File: config.mk
export PLATFORM = sky130hd
export DESIGN_NAME = slsl_seq
export DESIGN_NICKNAME = d
export VERILOG_FILES = /design/src/assert_macros.svh /design/src/slsl_pkg.sv /design/src/slsl_seq.sv
export SDC_FILE = /design/constraint.sdc
export NUM_CORES = 1
export LEC_CHECK = 0
export ABC_AREA = 0
export BUFFER_PORTS_ARGS = -buffer_cell sky130_fd_sc_hd__buf_4
export CAP_MARGIN = 5
export CORE_ASPECT_RATIO = 1.1
export CORE_MARGIN = 3
export CORE_UTILIZATION = 62
export CTS_CLUSTER_SIZE = 30
export DETAILED_ROUTE_END_ITERATION = 12
export GPL_TIMING_DRIVEN = 0
export PLACE_DENSITY = 0.85
export SKIP_LAST_GASP = 1
export SLEW_MARGIN = 15
export SYNTH_ARGS = -nofsm -noshare
export SYNTH_HDL_FRONTEND = slang
export SYNTH_SLANG_ARGS = --single-unit
File: constraint.sdc
create_clock -name clk -period 10.16 [get_ports clk]
set_input_delay 0.508 -clock clk [delete_from_list [all_inputs] [get_ports clk]]
set_output_delay 0.508 -clock clk [all_outputs]
set_load 0.01 [all_outputs]
File: src/assert_macros.svh
// Assertion macros shared by the RTL files.
// Included by the top level only; no other dependencies.
`ifndef ASSERT_MACROS_SVH
`define ASSERT_MACROS_SVH

// Implication checked every clock edge, disabled while in reset.
`define ASSERT_IMPL(label, clk, rst_n, ante, cons) \
	label: assert property (@(posedge clk) disable iff (!rst_n) (ante) |-> (cons)) \
		else $error("assertion failed");

// Next-cycle implication, disabled while in reset.
`define ASSERT_NEXT(label, clk, rst_n, ante, cons) \
	label: assert property (@(posedge clk) disable iff (!rst_n) (ante) |=> (cons)) \
		else $error("assertion failed");

`endif

File: src/slsl_pkg.sv
// Shared constants and types for the single-layer segment length block.
// No dependencies.
package slsl_pkg;
	localparam int unsigned MaxSegmentsDef = 1024;
	localparam int unsigned CoordBitsDef = 32;
	localparam int unsigned FieldBits = 32;

	// Sweep accumulator: 64 bits, like the model's internal sums.
	localparam int unsigned SumBits = 64;

	// Memory request from sequencer to store.
	typedef struct packed {
		logic        we;
		logic [16:0] addr;
	} mem_ctl_t;
endpackage

File: src/slsl_seq.sv
// Load, heap-sort and sweep sequencer for the segment store.
// Depends on slsl_pkg; drives slsl_store.
module slsl_seq import slsl_pkg::*; #(
	parameter int unsigned MAX_SEGMENTS = MaxSegmentsDef,
	parameter int unsigned COORD_BITS = CoordBitsDef,
	localparam int unsigned AW = (MAX_SEGMENTS > 1) ? $clog2(MAX_SEGMENTS) : 1,
	localparam int unsigned CW = $clog2(MAX_SEGMENTS + 1)
) (
	input  logic                    clk,
	input  logic                    arst_n,
	input  logic [FieldBits-1:0]    seg_start,
	input  logic [FieldBits-1:0]    seg_end,
	input  logic                    last_segment,
	input  logic                    in_valid,
	output logic                    in_ready,
	output logic [FieldBits-1:0]    single_cover_length,
	output logic                    capacity_overflow,
	output logic                    out_valid,
	input  logic                    out_ready,
	output logic                    mem_we,
	output logic [AW-1:0]           mem_addr,
	output logic [2*COORD_BITS-1:0] mem_wdata,
	input  logic [2*COORD_BITS-1:0] mem_rdata
);
	typedef enum logic [3:0] {
		ST_LOAD, ST_HEAP_NEXT, ST_RD_ROOT, ST_RD_C1, ST_RD_C2, ST_CMP,
		ST_WR_ROOT, ST_WR_CHILD, ST_EX_RD0, ST_EX_RD1, ST_EX_WR0, ST_EX_WR1,
		ST_SW_RD, ST_SW_STEP, ST_DONE
	} state_t;

	typedef logic signed [COORD_BITS-1:0] crd_t;

	state_t               state_q;
	logic [CW-1:0]        count_q;
	logic                 ovf_q;
	logic [CW-1:0]        build_q;   // next heapify root + 1
	logic [CW-1:0]        heapn_q;   // current heap size
	logic                 extract_q; // in extraction phase
	logic [CW:0]          root_q;
	logic [CW:0]          child_q;
	logic [2*COORD_BITS-1:0] root_d_q, c1_d_q, c2_d_q, pick_d;
	logic                 has_c2_q;
	logic [CW-1:0]        sw_idx_q;
	logic signed [COORD_BITS:0] ps_q, pe_q;
	logic [SumBits-1:0]   total_q;
	logic [FieldBits-1:0] len_q;
	logic                 ovf_out_q;
	logic                 out_valid_q;

	crd_t a_c, b_c, ts, te;
	logic [CW:0] c1_idx, c2_idx;
	logic pick2, swap_need;
	logic signed [COORD_BITS:0] ts_c, te_c;

	// a sorts after b
	function automatic logic after_f(input logic [2*COORD_BITS-1:0] a,
		input logic [2*COORD_BITS-1:0] b);
		crd_t al, ah, bl, bh;
		al = a[2*COORD_BITS-1:COORD_BITS];
		ah = a[COORD_BITS-1:0];
		bl = b[2*COORD_BITS-1:COORD_BITS];
		bh = b[COORD_BITS-1:0];
		if (al != bl) return al > bl;
		return ah < bh;
	endfunction

	// Narrow and order the incoming endpoints.
	assign a_c = crd_t'(seg_start[COORD_BITS-1:0]);
	assign b_c = crd_t'(seg_end[COORD_BITS-1:0]);
	assign c1_idx = {root_q[CW-1:0], 1'b1};
	assign c2_idx = c1_idx + (CW+1)'(1);
	assign pick2 = has_c2_q && after_f(c2_d_q, c1_d_q);
	assign pick_d = pick2 ? c2_d_q : c1_d_q;
	assign swap_need = after_f(pick_d, root_d_q);

	// Sweep clipping of the segment just read.
	assign ts = crd_t'(mem_rdata[2*COORD_BITS-1:COORD_BITS]);
	assign te = crd_t'(mem_rdata[COORD_BITS-1:0]);
	assign ts_c = ($signed({ts[COORD_BITS-1], ts}) < ps_q) ? ps_q : {ts[COORD_BITS-1], ts};
	assign te_c = {te[COORD_BITS-1], te};

	// Result register parts the input from a waiting result.
	assign in_ready = (state_q == ST_LOAD);
	assign out_valid = out_valid_q;
	assign single_cover_length = len_q;
	assign capacity_overflow = ovf_out_q;

	// Memory port control.
	always_comb begin
		mem_we = 1'b0;
		mem_addr = '0;
		mem_wdata = root_d_q;
		case (state_q)
			ST_LOAD: begin
				mem_addr = count_q[AW-1:0];
				mem_wdata = (a_c < b_c) ? {a_c, b_c} : {b_c, a_c};
				mem_we = in_valid && in_ready && (count_q < CW'(MAX_SEGMENTS));
			end
			ST_RD_ROOT: mem_addr = root_q[AW-1:0];
			ST_RD_C1:   mem_addr = c1_idx[AW-1:0];
			ST_RD_C2:   mem_addr = c2_idx[AW-1:0];
			ST_WR_ROOT: begin
				mem_we = swap_need;
				mem_addr = root_q[AW-1:0];
				mem_wdata = pick_d;
			end
			ST_WR_CHILD: begin
				mem_we = 1'b1;
				mem_addr = child_q[AW-1:0];
				mem_wdata = root_d_q;
			end
			ST_EX_RD0: mem_addr = '0;
			ST_EX_RD1: mem_addr = AW'(heapn_q - CW'(1));
			ST_EX_WR0: begin
				mem_we = 1'b1;
				mem_addr = '0;
				mem_wdata = mem_rdata;
			end
			// old top goes to the slot just freed at the heap's end
			ST_EX_WR1: begin
				mem_we = 1'b1;
				mem_addr = heapn_q[AW-1:0];
				mem_wdata = root_d_q;
			end
			ST_SW_RD:   mem_addr = sw_idx_q[AW-1:0];
			default: ;
		endcase
	end

	// Sequencer.
	always_ff @(posedge clk or negedge arst_n) begin
		if (!arst_n) begin
			state_q <= ST_LOAD;
			count_q <= '0;
			ovf_q <= 1'b0;
			out_valid_q <= 1'b0;
			extract_q <= 1'b0;
		end else begin
			if (out_valid_q && out_ready) out_valid_q <= 1'b0;
			case (state_q)
				ST_LOAD: begin
					if (in_valid && in_ready) begin
						if (count_q < CW'(MAX_SEGMENTS)) count_q <= count_q + CW'(1);
						else ovf_q <= 1'b1;
						if (last_segment) begin
							heapn_q <= (count_q < CW'(MAX_SEGMENTS)) ? count_q + CW'(1)
								: count_q;
							build_q <= ((count_q < CW'(MAX_SEGMENTS)) ? count_q + CW'(1)
								: count_q) >> 1;
							extract_q <= 1'b0;
							state_q <= ST_HEAP_NEXT;
						end
					end
				end
				ST_HEAP_NEXT: begin
					if (!extract_q && build_q != '0) begin
						root_q <= {1'b0, build_q - CW'(1)};
						build_q <= build_q - CW'(1);
						state_q <= ST_RD_ROOT;
					end else if (heapn_q > CW'(1)) begin
						extract_q <= 1'b1;
						state_q <= ST_EX_RD0;
					end else begin
						sw_idx_q <= '0;
						total_q <= '0;
						state_q <= ST_SW_RD;
					end
				end
				ST_RD_ROOT: begin
					if (c1_idx >= {1'b0, heapn_q}) state_q <= ST_HEAP_NEXT;
					else state_q <= ST_RD_C1;
				end
				ST_RD_C1: begin
					root_d_q <= mem_rdata;
					has_c2_q <= c2_idx < {1'b0, heapn_q};
					state_q <= ST_RD_C2;
				end
				ST_RD_C2: begin
					c1_d_q <= mem_rdata;
					state_q <= ST_CMP;
				end
				ST_CMP: begin
					c2_d_q <= mem_rdata;
					state_q <= ST_WR_ROOT;
				end
				ST_WR_ROOT: begin
					if (swap_need) begin
						child_q <= pick2 ? c2_idx : c1_idx;
						state_q <= ST_WR_CHILD;
					end else begin
						state_q <= ST_HEAP_NEXT;
					end
				end
				ST_WR_CHILD: begin
					root_q <= child_q;
					state_q <= ST_RD_ROOT;
				end
				ST_EX_RD0: state_q <= ST_EX_RD1;
				ST_EX_RD1: begin
					root_d_q <= mem_rdata;
					state_q <= ST_EX_WR0;
				end
				ST_EX_WR0: begin
					heapn_q <= heapn_q - CW'(1);
					state_q <= ST_EX_WR1;
				end
				// sift the new top down over the shrunken heap
				ST_EX_WR1: begin
					root_q <= '0;
					state_q <= ST_RD_ROOT;
				end
				ST_SW_RD: state_q <= ST_SW_STEP;
				ST_SW_STEP: begin
					if (sw_idx_q == '0) begin
						ps_q <= {ts[COORD_BITS-1], ts};
						pe_q <= te_c;
					end else if (te_c < ps_q) begin
					end else if (ts_c < pe_q) begin
						total_q <= total_q + SumBits'(ts_c - ps_q);
						if (te_c > pe_q) begin
							ps_q <= pe_q;
							pe_q <= te_c;
						end else begin
							ps_q <= te_c;
						end
					end else begin
						total_q <= total_q + SumBits'(pe_q - ps_q);
						ps_q <= ts_c;
						pe_q <= te_c;
					end
					if (sw_idx_q + CW'(1) < count_q) begin
						sw_idx_q <= sw_idx_q + CW'(1);
						state_q <= ST_SW_RD;
					end else begin
						state_q <= ST_DONE;
					end
				end
				// wait for the previous result to leave
				ST_DONE: begin
					if (!out_valid_q) begin
						len_q <= FieldBits'(total_q + SumBits'(pe_q - ps_q));
						ovf_out_q <= ovf_q;
						out_valid_q <= 1'b1;
						count_q <= '0;
						ovf_q <= 1'b0;
						state_q <= ST_LOAD;
					end
				end
				default: state_q <= ST_LOAD;
			endcase
		end
	end
endmodule

==> results_dict.tcl <==
set metrics [dict create \
    post_synth_xor_area_fraction_pct 4.459 \
    worstPathRequired_ns 10.51 \
    grt_setup_unrepaired "false" \
    cts_buffers 43 \
    clkLatencyLatePin_ns 0.61 \
    period_minus_slack_ns 9.421 \
    slew_headroom_pct 19.33 \
    finalCritPeriodShare_pct 92.73 \
    synth-main-ff-cell "edfxtp_1" \
    synth_compound_area_share_pct 18.70 \
    core_um2 51600 \
    p_leak_nw 16.54 \
    hp-class "primary input to register" \
    drt_wl_total_mm 96.66 \
    vdd_drop_max_mv 0.1278 \
    num_vias 27946 \
    dieArea_um2 55380 \
    final_area_um2 36940 \
    cts_tree "yes" \
    grt_pass1_wl_mm 146.9 \
    p_seq_share_pct 32.7 \
    slowest_stage "a21oi_1" \
    root_buffer "clkbuf_16" \
    drt_iter0_markers 3007 \
    grt_pass1_vias 26916 \
    drc_errors 0 \
    ctsResizeCount 0 \
    cp-end-kind "register" \
    syn_area_um2 32610 \
    maxCapViolCount 0 \
    whs_ns 0.08413 \
    switching_share_pct 37.54 \
    dp_hpwl_mm 77.24 \
    maxSlewViolCount 0 \
    rows 87 \
    num-fill-cells 3775 \
    internal_power_w 0.003847 \
    finalHoldViolations 0 \
    final_cell_mix "ha_1, edfxtp_1, inv_1" \
    post_cts_buffers 0 \
    initial_core_util_pct 63.19 \
    synth_cell_types 81 \
    ys_ff_latch 396 \
    die_w_um 224.7 \
    gr-total-overflow 0 \
    start_kind "register" \
    ys_warn_count 0 \
    reg2reg_slack_ns 0.74 \
    crit_type "register to register" \
    finalPower_w 0.006160 \
    die_h_um 246.5 \
    postCtsHoldBufs 1 \
    synthArstFlopShare_pct 4.545 \
    final_common_cell "ha_1" \
    synthSimpleGateAreaFrac_pct 10.88 \
    switchingPower_w 0.002313 \
    first_pass_iters 6 \
    cts_buffer_depth 3 \
    cp_max_fo 10 \
    grt_usage_pct 34.05 \
    regToRegEndpoint "total_q[31]" \
    numPortBuffers 241 \
    max_stage_delay_ns 0.69 \
    synth_top_family_by_area "compound AO/OA/AOI/OAI gates" \
    viasPerCell 6.430 \
    postPlaceCellArea_um2 35550 \
    crit_arrival_ns 9.77 \
    grt_max_degree 35 \
    ys_seq_area_share_pct 36.19 \
    syn_area_per_cell_um2 9.765 \
    p_per_area_nw_per_um2 166.7 \
    layout.nets 4229 \
    finalSetupViolCount 0 \
    power_frac_clock_pct 25.8 \
    syn-num-nets 3927 \
    ios 243 \
    yosys.area_share.adder_pct 17.55 \
    fin_skew_ns 0.01574 \
    synth_edf_count 378 \
    netlist_instances 3339 \
    syn_to_final_growth_pct 13.31 \
    holdPathStages 2 \
    post-place-ws_ns 0.7251 \
    clkTransAtPathRegs_ns 0.06 \
    hold-path-endpoint "out_valid" \
    max_freq_ghz 0.1061 \
    ant_nets 0 \
    place_congestion 0.9987 \
    worst_slack_ns 0.7391 \
    antenna_found_initial 5 \
    muxShareOfSynthArea_pct 7.118 \
    reg2reg_from "ps_q[28]" \
    status "finished, final reports clean" \
    hold_start "out_ready" \
    ctsHtreeMaxLevel 2 \
    wire_per_inst_um 22.24 \
    reg2reg_depth 34 \
    layout-drive-gt1-share_pct 13.53 \
    worstMarginPinSlew_ns 1.200 \
    cts.sinks 396 \
    combPwrFrac_pct 41.6 \
]
-- layer usage --
metal,vias up,global-route usage [%],part of all wire [%]
li1,13053,-,-
met1,13146,44.88,40
met2,1472,55.11,45
met3,275,5.541,9.8
met4,0,16.02,5.3
met5,-,0,0
-- cell type report --
class | instances | area, um2 | area share (%)
repair buffers | 257 | 2044 | 5.534
well taps | 667 | 834.6 | 2.259
clock inverters | 23 | 252.7 | 0.6841
diodes | 6 | 15.01 | 0.04064
plain buffers | 107 | 447.9 | 1.212
flip-flops and latches | 396 | 11800 | 31.94
clock buffers | 54 | 1117 | 3.024
multi-input cells | 2513 | 19220 | 52.02
inverters | 323 | 1212 | 3.282
-- critical path, delay by kind of cell, from the launching register on --
| kind | cells | cell delay (ns) |
|---|---|---|
| adders and majority gates | 3 | 1.00 |
| AOI/OAI and AO/OA | 21 | 5.23 |
| and+or+nand+nor | 4 | 0.90 |
| buffers and inverters | 3 | 1.20 |
| xor gates and xnor gates | 3 | 0.45 |
| DFF | 1 | 0.39 |
-- through the flow --
stage          TNS (ns)  cells  utilization (%)
3_5_place_dp          0   4262            68.90
5_1_grt               0   4345            71.60
6_report              0   4346            71.60
2_1_floorplan         0   3339                -
4_1_cts               0   4340            71.57
3_3_place_gp     -1.677   4247            68.32
-- Yosys cell counts, drive strengths merged (9+ instances only) --
| library cell | instances | area [um2] |
|---|---|---|
| edfxtp | 378 | 11350 |
| nand2 | 275 | 1032 |
| nor4 | 18 | 112.6 |
| nand3 | 57 | 285.3 |
| and3 | 19 | 118.9 |
| a211oi | 31 | 232.7 |
| xor2 | 44 | 385.4 |
| a221oi | 68 | 595.6 |
| inv | 321 | 1205 |
| o21ai | 197 | 989.7 |
| o31ai | 9 | 67.56 |
| a21o | 152 | 1142 |
| nor2 | 150 | 563.0 |
| o21bai | 23 | 172.7 |
| or3 | 9 | 56.30 |
| nor3 | 40 | 200.2 |
| a22oi | 79 | 593.1 |
| ha | 451 | 5643 |
| nand4 | 68 | 425.4 |
| a31oi | 11 | 68.82 |
| and2 | 13 | 82.58 |
| dfrtp | 18 | 450.4 |
| nor2b | 32 | 200.2 |
| nand2b | 35 | 219.0 |
| a21oi | 225 | 1141 |
| buf | 16 | 77.57 |
| o211ai | 10 | 75.07 |
| xnor2 | 122 | 1069 |
| or2 | 12 | 75.07 |
| clkbuf | 90 | 337.8 |
| o21a | 46 | 345.3 |
| mux2i | 89 | 890.9 |
| mux2 | 127 | 1430 |
-- logic make-up after synthesis --
family,after synthesis
and+or+nand+nor,750
adders and majority gates,455
DFF,396
AOI/OAI and AO/OA,926
buffers and inverters,430
muxes,216
xor gates and xnor gates,166
-- power groups by stage --
stage	sequential [W]	clock (W)	combinational (W)
floorplan	0.00203	0	0.00149
global placement	0.00205	0	0.00241
detailed placement	0.00204	0	0.00248
CTS	0.00201	0.00159	0.00250
global route	0.00202	0.00165	0.00274
finish	0.00201	0.00159	0.00256
-- state kept, by name, indices dropped and copies added (netlist names) --
register / count
single_cover_length: 32
capacity_overflow: 1
c2_d_q: 64
total_q: 32
extract_q: 1
root_q: 11
heapn_q: 11
pe_q: 32
ovf_q: 1
build_q: 11
c1_d_q: 64
child_q: 11
root_d_q: 64
has_c2_q: 1
out_valid: 1
state_q: 4
ps_q: 33
count_q: 11
sw_idx_q: 11
-- worst max path at each step --
stage	start	to	slack, ns	cells after the start
after floorplan	mem_rdata[60]	total_q[31]	2.84	33
after global placement	mem_rdata[58]	pe_q[0]	-0.06	25
after detailed placement	mem_rdata[60]	total_q[31]	0.73	34
after CTS	ps_q[28]	total_q[31]	0.82	34
after global routing	ps_q[26]	total_q[31]	0.29	34
final	ps_q[28]	total_q[31]	0.74	34
Power figures use the tool's default switching activity.
